--- src/rtl/assert_macros.svh ---
// ----------------------------------------------------------------------------
// Assertion macros
// Shorthand for the concurrent assertions used in the RTL.
// ----------------------------------------------------------------------------
`ifndef ASSERT_MACROS_SVH
`define ASSERT_MACROS_SVH
// The expression must hold at every clock edge outside reset.
`define ASSERT_ALWAYS(label, clk, rst, expr) \
   label: assert property (@(posedge clk) disable iff (rst) (expr)) \
      else $error("assertion failed");
// The consequent must hold in the same cycle as the antecedent.
`define ASSERT_IMPLIES(label, clk, rst, ante, cons) \
   label: assert property (@(posedge clk) disable iff (rst) (ante) |-> (cons)) \
      else $error("assertion failed");
`endif

--- src/rtl/ddpa_pkg.sv ---
// ----------------------------------------------------------------------------
// ddpa_pkg
// Types, constants and helper functions of the dot product accumulator.
// ----------------------------------------------------------------------------
package ddpa_pkg;

   localparam logic [63:0] CANON_NAN = 64'h7FF8_0000_0000_0000;
   localparam logic [10:0] EXP_ONES  = 11'h7FF;
   localparam logic [12:0] EXP_BIAS  = 13'd1023;

   typedef enum logic [1:0] {
      OP_NOP,
      OP_MAC,
      OP_MISMATCH
   } op_kind_type;

   // One queued item after classification.
   typedef struct packed {
      op_kind_type kind;
      logic        final_item;
      logic [63:0] first_bits;
      logic [63:0] second_bits;
   } op_type;

   // Control that travels alongside the product through the multiplier.
   typedef struct packed {
      op_kind_type kind;
      logic        final_item;
   } ctl_type;

   // Leading zero count of a 64-bit word; an all-zero word gives 64.
   function automatic logic [6:0] lzc64(input logic [63:0] v);
      logic [63:0] t;
      logic [6:0]  n;
      t = v;
      n = 7'd0;
      if (t[63:32] == 32'd0) begin n = n + 7'd32; t = t << 32; end
      if (t[63:48] == 16'd0) begin n = n + 7'd16; t = t << 16; end
      if (t[63:56] == 8'd0)  begin n = n + 7'd8;  t = t << 8;  end
      if (t[63:60] == 4'd0)  begin n = n + 7'd4;  t = t << 4;  end
      if (t[63:62] == 2'd0)  begin n = n + 7'd2;  t = t << 2;  end
      if (t[63] == 1'b0)     begin n = n + 7'd1;  t = t << 1;  end
      if (t[63] == 1'b0)     begin n = n + 7'd1;                end
      return n;
   endfunction

endpackage

--- src/rtl/ddpa_if.sv ---
// ----------------------------------------------------------------------------
// ddpa_if
// Valid/ready channels of the dot product accumulator.
// ----------------------------------------------------------------------------
interface ddpa_req_if;
   logic        valid;
   logic        ready;
   logic        first_present;
   logic        second_present;
   logic [63:0] first_bits;
   logic [63:0] second_bits;
   logic        final_item;

   modport source (output valid, output first_present, output second_present,
                   output first_bits, output second_bits, output final_item,
                   input ready);
   modport sink (input valid, input first_present, input second_present,
                 input first_bits, input second_bits, input final_item,
                 output ready);
endinterface


--- src/rtl/ddpa_front.sv ---
// ----------------------------------------------------------------------------
// ddpa_front
// Accepts items, classifies them and holds them in a short queue.
// ----------------------------------------------------------------------------
module ddpa_front #(
   parameter int unsigned DEPTH = 4
) (
   input  logic             clock,
   input  logic             reset,
   ddpa_req_if.sink         req_ch,
   output logic             q_valid,
   output ddpa_pkg::op_type q_data,
   input  logic             q_pop
);
   import ddpa_pkg::*;

   localparam int unsigned PW = $clog2(DEPTH);
   localparam int unsigned CW = $clog2(DEPTH + 1);

   op_type          mem_ff [DEPTH];
   logic [PW-1:0]   wr_ff, wr_in, rd_ff, rd_in;
   logic [CW-1:0]   cnt_ff, cnt_in;
   logic            accept, push;
   op_kind_type     kind;
   op_type          entry;

   assign req_ch.ready = (cnt_ff != CW'(DEPTH));
   assign accept       = req_ch.valid && req_ch.ready;
   assign q_valid      = (cnt_ff != '0);
   assign q_data       = mem_ff[rd_ff];

   always_comb begin
      if (req_ch.first_present && req_ch.second_present) begin
         kind = OP_MAC;
      end else if (req_ch.first_present != req_ch.second_present) begin
         kind = OP_MISMATCH;
      end else begin
         kind = OP_NOP;
      end
      entry.kind        = kind;
      entry.final_item  = req_ch.final_item;
      entry.first_bits  = req_ch.first_bits;
      entry.second_bits = req_ch.second_bits;
      // An item with no element and no end mark leaves no trace.
      push = accept && ((kind != OP_NOP) || req_ch.final_item);

      wr_in = wr_ff;
      rd_in = rd_ff;
      if (push) begin
         wr_in = (wr_ff == PW'(DEPTH - 1)) ? '0 : wr_ff + 1'b1;
      end
      if (q_pop) begin
         rd_in = (rd_ff == PW'(DEPTH - 1)) ? '0 : rd_ff + 1'b1;
      end
      case ({push, q_pop})
         2'b10:   cnt_in = cnt_ff + 1'b1;
         2'b01:   cnt_in = cnt_ff - 1'b1;
         default: cnt_in = cnt_ff;
      endcase
   end

   always_ff @(posedge clock) begin
      if (reset) begin
         wr_ff  <= '0;
         rd_ff  <= '0;
         cnt_ff <= '0;
      end else begin
         wr_ff  <= wr_in;
         rd_ff  <= rd_in;
         cnt_ff <= cnt_in;
      end
   end

   always_ff @(posedge clock) begin
      if (push) begin
         mem_ff[wr_ff] <= entry;
      end
   end

endmodule

--- src/flat_wrapper.sv ---
// flat-port wrapper written by rule: the top's interface ports become plain ports
module ddpa_front_flat import ddpa_pkg::*;
#(
   parameter int unsigned DEPTH = 4
)
  (clock, reset, q_valid, q_data, q_pop, req_ch_valid, req_ch_first_present, req_ch_second_present, req_ch_first_bits, req_ch_second_bits, req_ch_final_item, req_ch_ready);
  ddpa_req_if req_ch_i ();
  input  logic clock;
  input  logic reset;
  output logic q_valid;
  output ddpa_pkg::op_type q_data;
  input  logic q_pop;
  input wire logic [$bits(req_ch_i.valid)-1:0] req_ch_valid;
  input wire logic [$bits(req_ch_i.first_present)-1:0] req_ch_first_present;
  input wire logic [$bits(req_ch_i.second_present)-1:0] req_ch_second_present;
  input wire logic [$bits(req_ch_i.first_bits)-1:0] req_ch_first_bits;
  input wire logic [$bits(req_ch_i.second_bits)-1:0] req_ch_second_bits;
  input wire logic [$bits(req_ch_i.final_item)-1:0] req_ch_final_item;
  output wire logic [$bits(req_ch_i.ready)-1:0] req_ch_ready;
  assign req_ch_i.valid = req_ch_valid;
  assign req_ch_i.first_present = req_ch_first_present;
  assign req_ch_i.second_present = req_ch_second_present;
  assign req_ch_i.first_bits = req_ch_first_bits;
  assign req_ch_i.second_bits = req_ch_second_bits;
  assign req_ch_i.final_item = req_ch_final_item;
  assign req_ch_ready = req_ch_i.ready;
  ddpa_front #(.DEPTH(DEPTH)) u_core (.clock(clock), .reset(reset), .req_ch(req_ch_i), .q_valid(q_valid), .q_data(q_data), .q_pop(q_pop));
endmodule
--- config.mk ---
export PLATFORM = sky130hd
export DESIGN_NAME = ddpa_front_flat
export DESIGN_NICKNAME = d
export VERILOG_FILES = /design/src/rtl/assert_macros.svh /design/src/rtl/ddpa_pkg.sv /design/src/rtl/ddpa_if.sv /design/src/rtl/ddpa_front.sv /design/src/flat_wrapper.sv
export SDC_FILE = /design/constraint.sdc
export NUM_CORES = 1
export LEC_CHECK = 0
export BUFFER_PORTS_ARGS = -buffer_cell sky130_fd_sc_hd__buf_2
export CORE_UTILIZATION = 57
export CTS_CLUSTER_SIZE = 20
export DETAILED_ROUTE_END_ITERATION = 10
export PLACE_DENSITY = 0.79
export SYNTH_ARGS = -nofsm -noshare
export SYNTH_HDL_FRONTEND = slang
export SYNTH_SLANG_ARGS = --single-unit
export TNS_END_PERCENT = 1
--- constraint.sdc ---
create_clock -name clock -period 4.25 [get_ports clock]
set_input_delay 0.85 -clock clock [delete_from_list [all_inputs] [get_ports clock]]
set_output_delay 0.85 -clock clock [all_outputs]
set_load 0.02 [all_outputs]
==> impl_metrics.env, run 1 <==
export IMPL_outcome="finished, final reports clean"
export IMPL_gr_total_overflow=0
export IMPL_post_cts_resized=0
export IMPL_io_pin_count=268
export IMPL_via_count=8863
export IMPL_die_h_microns=187
export IMPL_end_kind="output pin"
export IMPL_tightest_slew_ns=0.905
export IMPL_drv_cap=0
export IMPL_crit_end="q_data[25]"
export IMPL_antenna_found_initial=5
export IMPL_dieWidth_microns=187
export IMPL_clock_sinks=533
export IMPL_slew_headroom=0.397
export IMPL_core_area_sq_um=33500
export IMPL_cts_clk_slew_worst_paths_ns=0.06
export IMPL_drc_errors=0
export IMPL_grt_pass1_wl_mm=56.1
export IMPL_power_leakage_nw=7.78
export IMPL_rr_endpoint="u_core.cnt_ff[2]$_SDFFE_PP0P_"
export IMPL_wl_mm=37.1
export IMPL_grt_usage=0.217
export IMPL_ir_worst_vdd_v=0.000508
export IMPL_fmax_mhz=294
export IMPL_cts_max_level=2
export IMPL_worst_ep_required_time_ns=3.40
export IMPL_clk_latency_ns=0.57
export IMPL_ff2ff_setup_slack_ns=1.88
export IMPL_cp_start_kind="flip-flop"
export IMPL_postLayoutCoreUtil=0.689
export IMPL_dp_hpwl_mm=21.6
export IMPL_post_cts_buffers=0
export IMPL_start_util=0.579
export IMPL_yosysMostFrequentCell="edfxtp_1"
export IMPL_r2r_cells=8
export IMPL_cts_root_buf="clkbuf_16"
export IMPL_syn_nets=882
export IMPL_holdCritPathClass="input port to flip-flop"
export IMPL_yosysTopAreaCellShare=0.810
export IMPL_fin_crit_sh=0.800
export IMPL_clockBufferDepth=3
export IMPL_first_pass_iters=4
export IMPL_critPathKind="flip-flop to output pin"
export IMPL_netlist_area_sq_um=19400
export IMPL_avgSynthCellArea_sq_um=26.3
export IMPL_syn2layout_area_growth_pct=18.9
export IMPL_synthTopCellsByArea="edfxtp_1, mux4_2, dfxtp_1"
export IMPL_die_area_sq_um=34800
export IMPL_synth_flop_cell="edfxtp_1"
export IMPL_crit_fanout=35
export IMPL_rsz0062_at_grt="no"
export IMPL_synth_warnings=0
export IMPL_async_flop_share=0
export IMPL_synth_edf_count=524
export IMPL_ys_seq_area_frac=0.819
export IMPL_wl_per_cell_microns=24.2
export IMPL_grt_max_degree=132
export IMPL_hold_viol=0
export IMPL_yosys_top_cells_count="edfxtp_1, mux4_2, buf_2, buf_6, dfxtp_1"
export IMPL_slew_violations=0
export IMPL_nNetsFinal=1189
export IMPL_ys_ff_latch=533
export IMPL_drive_gt1_frac=0.464
export IMPL_port_buffers=267
export IMPL_setup_viol=0
export IMPL_numCtsBuffers=51
export IMPL_synth_cells=738
export IMPL_critPathArrivalTime_ns=2.55
export IMPL_initialDrtViolationCount=496
export IMPL_ant_nets=0
export IMPL_yosys_area_top_type="edfxtp_1"
export IMPL_setup_tns_ns=0
export IMPL_num_rows=67
export IMPL_period_needed_ns=3.40
export IMPL_powerDensity_nw_per_um2=527
export IMPL_vias_per_cell=5.77
export IMPL_synth_cell_types=25
export IMPL_clock_skew_ns=0.0131
export IMPL_reg2reg_from="u_core.cnt_ff[0]$_SDFFE_PP0P_"
export IMPL_gp_congestion=0.719
export IMPL_holdBufCountCts=0
export IMPL_cts_tree="done"
export IMPL_grt_pass1_vias=9343
report_power, final:
part,internal (mW),switching [mW],total (mW)
logic,0.534,0.821,1.35
registers,6.14,0.110,6.25
clock network,2.70,1.86,4.57
total,9.38,2.80,12.2
critical path, cell delays in order (launching register included):
cell and delay [ns]:
dfxtp_4 0.85, buf_4 0.39, mux4_2 0.55, buf_2 0.18
layout make-up:
class	instances	area, sq um
Multi-Input combinational cell	167	3260
Antenna cell	3	7.51
Timing Repair Buffer	286	1620
Fill cell	2010	10400
Clock inverter	29	347
Sequential cell	533	15900
Inverter	6	22.5
Tap cell	448	561
Clock buffer	65	1360
through the flow:
stage	power [mW]	instance area, sq um	std cells	worst slack [ns]	hold WS [ns]
3_5_place_dp	7.72	21400	1440	1.20	0.507
6_report	12.2	23100	1537	0.849	0.482
4_1_cts	12.3	23100	1534	0.724	0.444
2_1_floorplan	7.19	19400	738	0.779	0.461
3_3_place_gp	7.67	21400	1440	1.27	0.486
5_1_grt	12.5	23100	1535	0.667	0.449
per-layer routing:
metal / part of all wire / track usage
met5: 0.0011 / 0
met4: 0.022 / 0.0643
met3: 0.084 / 0.0700
met1: 0.40 / 0.289
met2: 0.50 / 0.348
how the worst min path moves through the flow:
stage,startpoint,end,slack [ns],cells past startpoint
floorplan,u_core.cnt_ff[2]$_SDFFE_PP0P_,u_core.cnt_ff[2]$_SDFFE_PP0P_,0.46,2
global placement,u_core.cnt_ff[2]$_SDFFE_PP0P_,u_core.cnt_ff[2]$_SDFFE_PP0P_,0.49,2
detailed placement,u_core.wr_ff[1]$_SDFFE_PP0P_,u_core.wr_ff[1]$_SDFFE_PP0P_,0.51,2
CTS,req_ch_second_bits[22],u_core.mem_ff[0][22]$_DFFE_PP_,0.44,1
global route,req_ch_second_bits[25],u_core.mem_ff[0][25]$_DFFE_PP_,0.45,1
finish,req_ch_second_bits[27],u_core.mem_ff[2][27]$_DFFE_PP_,0.48,1
state kept, by name (all words and copies together) (netlist names), named ones only:
| signal | flops |
|---|---|
| u_core.wr_ff | 2 |
| u_core.rd_ff | 2 |
| u_core.mem_ff | 524 |
| u_core.cnt_ff | 3 |
layout by cell type, fill, tap and decap left out, types with 3 or more instances in the layout:
cell type,Yosys,layout
edfxtp_1,524,524
buf_2,15,267
mux4_2,131,131
clkbuf_16,0,52
clkinv_2,0,12
clkbuf_1,3,12
buf_12,0,11
ha_1,8,8
buf_4,3,8
bufinv_16,0,7
dfxtp_1,9,7
inv_1,6,6
and2_4,0,4
nor2_1,4,4
clkinv_1,0,4
diode_2,0,3
nand2b_1,3,3
mux2i_1,3,3
kinds of logic after synthesis:
family | after synthesis | synth area share
multiplexers | 134 | 0.153
flip-flops | 533 | 0.819
adder cells (fa/ha/maj) | 9 | 0.00618
XOR/XNOR | 2 | 0.000902
AND/OR/NAND/NOR | 18 | 0.00580
buffers and inverters | 38 | 0.0131
AO/OA/AOI/OAI | 4 | 0.00142
(Power assumes the default switching activity.)
==> run 2, diff against run 1 <==
--- a/config.mk
+++ b/config.mk
@@ -5,11 +5,12 @@
 export SDC_FILE = /design/constraint.sdc
 export NUM_CORES = 1
 export LEC_CHECK = 0
+export ABC_AREA = 1
 export BUFFER_PORTS_ARGS = -buffer_cell sky130_fd_sc_hd__buf_2
-export CORE_UTILIZATION = 57
+export CORE_UTILIZATION = 52
 export CTS_CLUSTER_SIZE = 20
 export DETAILED_ROUTE_END_ITERATION = 10
-export PLACE_DENSITY = 0.79
+export PLACE_DENSITY = 0.76
 export SYNTH_ARGS = -nofsm -noshare
 export SYNTH_HDL_FRONTEND = slang
 export SYNTH_SLANG_ARGS = --single-unit
==> constraint.sdc (replaced) <==
create_clock -name clock -period 2.99 [get_ports clock]
set_input_delay 0.598 -clock clock [delete_from_list [all_inputs] [get_ports clock]]
set_output_delay 0.598 -clock clock [all_outputs]
set_load 0.02 [all_outputs]
==> run 2 against run 1 <==
  * Global-route usage decreased by 0.11 points
  * Power up 43%
  * Highest routed layer unchanged
  * Cell count grew 41%
  * Via count is 36% higher
  * Area after synthesis up 2.5%
  * Sequential share of layout area is 1.5 points lower
  * Worst hold slack worse by 0.27 ns
  * Critical path depth increased by 1
  * Clock power is 44% higher
  * Largest power group unchanged
  * Clock skew is 0.0090 ns higher
  * First-iteration DRC count up 83%
  * Count of clock-buffer cells in the layout fell by 7
==> impl_metrics.env, run 2 <==
export IMPL_netlist_area_sq_um=19900
export IMPL_num_rows=71
export IMPL_grt_pass1_wl_mm=64.3
export IMPL_r2r_cells=7
export IMPL_crit_slowest_cell="dfxtp_4"
export IMPL_reg2reg_from="u_core.cnt_ff[0]$_SDFFE_PP0P_"
export IMPL_ys_ff_latch=533
export IMPL_crit_path_cell_trace="buf_16, o21ai_1, o22ai_1, buf_2"
export IMPL_place_inst=2052
export IMPL_hold_viol=0
export IMPL_post_cts_buffers=0
export IMPL_cp_num_cells=4
export IMPL_holdBufCountCts=0
export IMPL_yosys_area_top_type="edfxtp_1"
export IMPL_avgSynthCellArea_sq_um=14.9
export IMPL_synthTopCellsByArea="edfxtp_1, nor2_1, o21ai_0"
export IMPL_crit_end="q_data[50]"
export IMPL_path_buf_inv=2
export IMPL_fill_cells=2786
export IMPL_largest_register="u_core.mem_ff"
export IMPL_muxShareOfSynthArea=0
export IMPL_slew_headroom=0.552
export IMPL_syn_nets=1479
export IMPL_clk_latency_ns=0.60
export IMPL_synthXorXnorAreaFrac=0
export IMPL_drv_cap=0
export IMPL_layout_common_cells="edfxtp_1, nor2_1, buf_2"
export IMPL_postPlaceCellArea_sq_um=21800
export IMPL_wl_per_cell_microns=19.8
export IMPL_ys_seq_area_frac=0.799
export IMPL_outcome="finished, final reports clean"
export IMPL_nNetsFinal=1739
export IMPL_initialDrtViolationCount=907
export IMPL_cts_clk_slew_worst_paths_ns=0.06
export IMPL_slew_violations=0
export IMPL_fin_area_sq_um=23600
export IMPL_dieWidth_microns=198
export IMPL_async_flop_share=0
export IMPL_clock_skew_ns=0.0221
export IMPL_hold_depth=1
export IMPL_crit_fanout=64
export IMPL_largest_reg_flops=524
export IMPL_cts_root_buf="clkbuf_16"
export IMPL_die_h_microns=198
export IMPL_powerDensity_nw_per_um2=735
export IMPL_first_pass_iters=5
export IMPL_drc_errors=0
export IMPL_synth_flop_cell="edfxtp_1"
export IMPL_fmax_mhz=351
export IMPL_io_pin_count=268
export IMPL_synth_edf_count=524
export IMPL_postLayoutCoreUtil=0.627
export IMPL_clock_sinks=533
export IMPL_cp_top_family="flip-flops"
export IMPL_gp_congestion=0.792
export IMPL_gr_total_overflow=0
export IMPL_synth_compound_area_share=0.110
export IMPL_timing_hold_ws_ns=0.212
export IMPL_power_leakage_nw=8.21
export IMPL_dp_hpwl_mm=24.0
export IMPL_grt_usage=0.216
export IMPL_synth_warnings=0
export IMPL_synth_top_family_by_area="compound AO/OA/AOI/OAI gates"
export IMPL_syn2layout_area_growth_pct=18.6
export IMPL_cts_tree="done"
export IMPL_cts_max_level=2
export IMPL_yosysTopAreaCellShare=0.790
export IMPL_regArea_sq_um=15900
export IMPL_ir_worst_vdd_v=0.000584
export IMPL_port_buffers=267
export IMPL_fin_crit_sh=0.954
export IMPL_cp_start_kind="flip-flop"
export IMPL_yosys_area_share_adder=0.00603
export IMPL_top_regs="u_core.mem_ff (524), u_core.cnt_ff (3)"
export IMPL_end_kind="output pin"
export IMPL_critPathArrivalTime_ns=2.25
export IMPL_synthSimpleGateAreaFrac=0.0543
export IMPL_die_area_sq_um=39100
export IMPL_drive_gt1_frac=0.235
export IMPL_yosysMostFrequentCell="edfxtp_1"
export IMPL_critPathKind="flip-flop to output pin"
export IMPL_critPathMaxStageDelay_ns=0.65
export IMPL_numCtsBuffers=52
export IMPL_synth_cells=1335
export IMPL_antenna_found_initial=15
export IMPL_via_count=12054
export IMPL_yosys_top_cells_count="edfxtp_1, nor2_1, o21ai_0, o22ai_1, o21ai_1"
export IMPL_grt_pass1_vias=11788
export IMPL_tightest_slew_ns=0.672
export IMPL_core_area_sq_um=37700
export IMPL_instances_no_fill=2160
export IMPL_wl_mm=42.7
export IMPL_worst_ep_required_time_ns=2.39
export IMPL_start_util=0.529
export IMPL_grt_max_degree=169
export IMPL_clockBufferDepth=3
export IMPL_rr_endpoint="u_core.cnt_ff[1]$_SDFFE_PP0P_"
export IMPL_synth_cell_types=24
export IMPL_period_needed_ns=2.85
export IMPL_vias_per_cell=5.58
export IMPL_ant_nets=0
export IMPL_layout_commonest_cell="edfxtp_1"
export IMPL_multiInputGateArea_sq_um=3440
export IMPL_ff2ff_setup_slack_ns=1.06
export IMPL_holdCritPathClass="input port to flip-flop"
export IMPL_setup_viol=0
export IMPL_rsz0062_at_grt="yes"
run 2: changes by cell type after synthesis, sizes merged, moves of 7 or more:
| cell | before | now |
|---|---|---|
| clkbuf | 3 | 33 |
| mux4 | 131 | 0 |
| nor2 | 4 | 272 |
| o21ai | 1 | 265 |
| inv | 6 | 20 |
| nand2 | 0 | 7 |
| o22ai | 0 | 131 |
| buf | 29 | 52 |
run 2: how the worst min path moves through the flow:
stage | startpoint | slack (ns) | endpoint
final | req_ch_second_bits[32] | 0.21 | u_core.mem_ff[0][32]$_DFFE_PP_
after global routing | req_ch_second_bits[35] | 0.19 | u_core.mem_ff[0][35]$_DFFE_PP_
after CTS | req_ch_second_bits[36] | 0.17 | u_core.mem_ff[1][36]$_DFFE_PP_
after detailed placement | u_core.cnt_ff[2]$_SDFFE_PP0P_ | 0.51 | u_core.cnt_ff[2]$_SDFFE_PP0P_
after global placement | u_core.cnt_ff[1]$_SDFFE_PP0P_ | 0.51 | u_core.cnt_ff[1]$_SDFFE_PP0P_
after floorplan | u_core.cnt_ff[2]$_SDFFE_PP0P_ | 0.47 | u_core.cnt_ff[2]$_SDFFE_PP0P_
run 2: worst reg2reg max path, cell delays in order (launching register included):
cell,delay (ns)
dfxtp_1,0.32
inv_1,0.10
nand3_1,0.25
nand2_4,0.25
ha_1,0.24
fa_1,0.42
o21ai_0,0.17
a21oi_1,0.05
run 2: final cells by class:
type / instances / share of cell area
inverter: 20 / 0.00477
multi-input combinational: 697 / 0.146
tap: 511 / 0.0271
sequential: 533 / 0.674
timing repair buffer: 291 / 0.0733
antenna: 10 / 0.00106
clock inverter: 40 / 0.0166
clock buffer: 58 / 0.0570
run 2: logic make-up after synthesis:
kind of cell             count (synthesis)
flip-flops                             533
adder cells (fa/ha/maj)                  9
AO/OA/AOI/OAI                          403
buffers and inverters                  105
AND/OR/NAND/NOR                        285
run 2: power breakdown:
part,internal (mW),switching [mW]
logic,0.592,1.42
registers,8.67,0.109
clock network,3.86,2.72
run 2: stage by stage:
stage | total power [mW] | setup WS, ns | setup TNS, ns
2_1_floorplan | 10.2 | -0.477 | -241.97
3_3_place_gp | 10.9 | 0.631 | 0
3_5_place_dp | 11.0 | 0.601 | 0
4_1_cts | 17.5 | 0.0715 | 0
5_1_grt | 18.0 | 0.00652 | 0
6_report | 17.4 | 0.138 | 0
run 2: timing repair:
item                                    in CTS  in global routing
endpoints found under the setup margin       1                 10
pin swaps                                    0                  0
resized for setup                            1                  4
run 2: metal layers:
metal	vias to the layer above	GRT usage	wire length, microns
li1	5591	-	-
met1	5911	0.274	16900
met2	451	0.348	20800
met3	87	0.0671	3840
met4	14	0.0867	1060
met5	-	0.00511	90
==> run 3, diff against run 2 <==
--- a/config.mk
+++ b/config.mk
@@ -7,10 +7,10 @@
 export LEC_CHECK = 0
 export ABC_AREA = 1
 export BUFFER_PORTS_ARGS = -buffer_cell sky130_fd_sc_hd__buf_2
-export CORE_UTILIZATION = 52
+export CORE_UTILIZATION = 57
 export CTS_CLUSTER_SIZE = 20
 export DETAILED_ROUTE_END_ITERATION = 10
-export PLACE_DENSITY = 0.76
+export PLACE_DENSITY = 0.79
 export SYNTH_ARGS = -nofsm -noshare
 export SYNTH_HDL_FRONTEND = slang
 export SYNTH_SLANG_ARGS = --single-unit
==> constraint.sdc (replaced) <==
create_clock -name clock -period 2.9 [get_ports clock]
set_input_delay 0.58 -clock clock [delete_from_list [all_inputs] [get_ports clock]]
set_output_delay 0.58 -clock clock [all_outputs]
set_load 0.02 [all_outputs]
==> run 3 against run 2 <==
  * Power up 2.2%
  * Setup slack worse by 0.038 ns
  * Via count up 2.7%
  * Global-route usage up 2.1 points
  * Critical path type unchanged
  * Highest routed layer unchanged
  * Register-to-register slack worse by 0.12 ns
  * Design area down 0.16%
  * Count of clock-buffer cells in the layout up 4
  * Core utilization up 5.7 points
  * Die area down 8.7%
==> impl_metrics.env, run 3 (synthesis gave the netlist of run 2 again) <==
export IMPL_outcome="finished, final reports clean"
export IMPL_drv_cap=0
export IMPL_clock_skew_ns=0.0195
export IMPL_layout_commonest_cell="edfxtp_1"
export IMPL_io_pin_count=268
export IMPL_grt_pass1_wl_mm=65.1
export IMPL_clockBufferDepth=3
export IMPL_nNetsFinal=1746
export IMPL_fin_crit_sh=0.966
export IMPL_num_rows=68
export IMPL_grt_max_degree=123
export IMPL_hold_viol=0
export IMPL_drc_errors=0
export IMPL_powerDensity_nw_per_um2=753
export IMPL_tightest_slew_ns=0.482
export IMPL_largest_reg_flops=524
export IMPL_slew_headroom=0.679
export IMPL_grt_usage=0.237
export IMPL_dp_hpwl_mm=24.6
export IMPL_die_area_sq_um=35700
export IMPL_via_count=12381
export IMPL_ir_worst_vdd_v=0.000551
export IMPL_rsz0062_at_grt="yes"
export IMPL_vias_per_cell=5.88
export IMPL_numCtsBuffers=51
export IMPL_top_regs="u_core.mem_ff (524), u_core.cnt_ff (3)"
export IMPL_cp_start_kind="flip-flop"
export IMPL_cts_root_buf="clkbuf_16"
export IMPL_postLayoutCoreUtil=0.684
export IMPL_clock_sinks=533
export IMPL_core_area_sq_um=34500
export IMPL_layout_common_cells="edfxtp_1, nor2_1, buf_2"
export IMPL_initialDrtViolationCount=1275
export IMPL_ant_nets=0
export IMPL_grt_pass1_vias=11916
export IMPL_gp_congestion=0.764
export IMPL_power_leakage_nw=8.24
export IMPL_wl_per_cell_microns=21.0
export IMPL_cts_tree="done"
export IMPL_syn2layout_area_growth_pct=18.4
export IMPL_timing_hold_ws_ns=0.218
export IMPL_start_util=0.578
export IMPL_setup_viol=0
export IMPL_gr_total_overflow=0
export IMPL_critPathArrivalTime_ns=2.22
export IMPL_largest_register="u_core.mem_ff"
export IMPL_holdBufCountCts=0
export IMPL_port_buffers=267
export IMPL_fmax_mhz=357
export IMPL_crit_fanout=53
export IMPL_end_kind="output pin"
export IMPL_holdCritPathClass="input port to flip-flop"
export IMPL_worst_ep_required_time_ns=2.32
export IMPL_clk_latency_ns=0.57
export IMPL_cts_max_level=2
export IMPL_first_pass_iters=5
export IMPL_period_needed_ns=2.80
export IMPL_drive_gt1_frac=0.234
export IMPL_slew_violations=0
export IMPL_wl_mm=44.2
export IMPL_cts_clk_slew_worst_paths_ns=0.06
export IMPL_critPathKind="flip-flop to output pin"
export IMPL_die_h_microns=189
export IMPL_antenna_found_initial=17
export IMPL_dieWidth_microns=189
[run 3: changes by cell type in the layout (fill, tap and decap cells not counted), moves of 2 or more]
cell	change
diode_2	-2
clkinv_2	-2
clkbuf_1	+6
buf_4	+4
clkinvlp_4	-3
[run 3: stage by stage]
step | instances | power, mW | setup TNS, ns | instance area, sq um | setup WS, ns
after global placement | 2001 | 11.2 | 0 | 21800 | 0.562
after floorplan | 1335 | 10.5 | -279.70 | 20000 | -0.549
final | 2107 | 17.8 | 0 | 23600 | 0.0998
after detailed placement | 2001 | 11.3 | 0 | 21800 | 0.565
after global routing | 2102 | 18.3 | -0.0103 | 23600 | -0.0103
after CTS | 2096 | 17.8 | 0 | 23500 | 0.0169
[run 3: path summary, 6_finish.rpt]
kind	depth (start not counted)	slack [ns]	endpoint	from
max	4	0.1	q_data[82]	flip-flop
min	1	0.22	u_core.mem_ff[3][30]$_DFFE_PP_	req_ch_second_bits[30]
max reg2reg	9	0.94	u_core.cnt_ff[2]$_SDFFE_PP0P_	u_core.cnt_ff[1]$_SDFFE_PP0P_
min reg2reg	2	0.54	u_core.cnt_ff[2]$_SDFFE_PP0P_	u_core.cnt_ff[2]$_SDFFE_PP0P_
[run 3: where the power goes]
part | switching [mW] | leakage, nW | total, mW | internal (mW)
Clock | 2.71 | 0.812 | 6.57 | 3.86
Sequential | 0.124 | 4.87 | 9.06 | 8.94
Combinational | 1.49 | 2.56 | 2.12 | 0.631
[run 3: timing repair]
action                                  in CTS  in global routing
endpoints found under the setup margin       1                 54
hold endpoints to repair                     0                  0
setup buffers                                0                  1
gates resized for setup                      2                  3
gates cloned                                 0                  2
[run 3: cell type report]
| class | count | area, sq um |
|---|---|---|
| inverters | 20 | 114 |
| clock buffers | 62 | 1320 |
| multi-input cells | 697 | 3440 |
| fillers | 2242 | 10900 |
| flip-flops and latches | 533 | 15900 |
| diodes | 8 | 20.0 |
| well taps | 455 | 569 |
| clock inverters | 33 | 343 |
| repair buffers | 299 | 1850 |
[run 3: critical path, stage by stage (launching register included)]
cell and delay (ns):
dfxtp_4 0.65, buf_12 0.30, o21ai_0 0.14, o22ai_1 0.28, buf_2 0.23
[run 3: routing by layer]
metal,global-route usage,share of wire
met2,0.383,0.48
met4,0.0763,0.025
met5,0,0.0030
met1,0.317,0.40
met3,0.0639,0.094
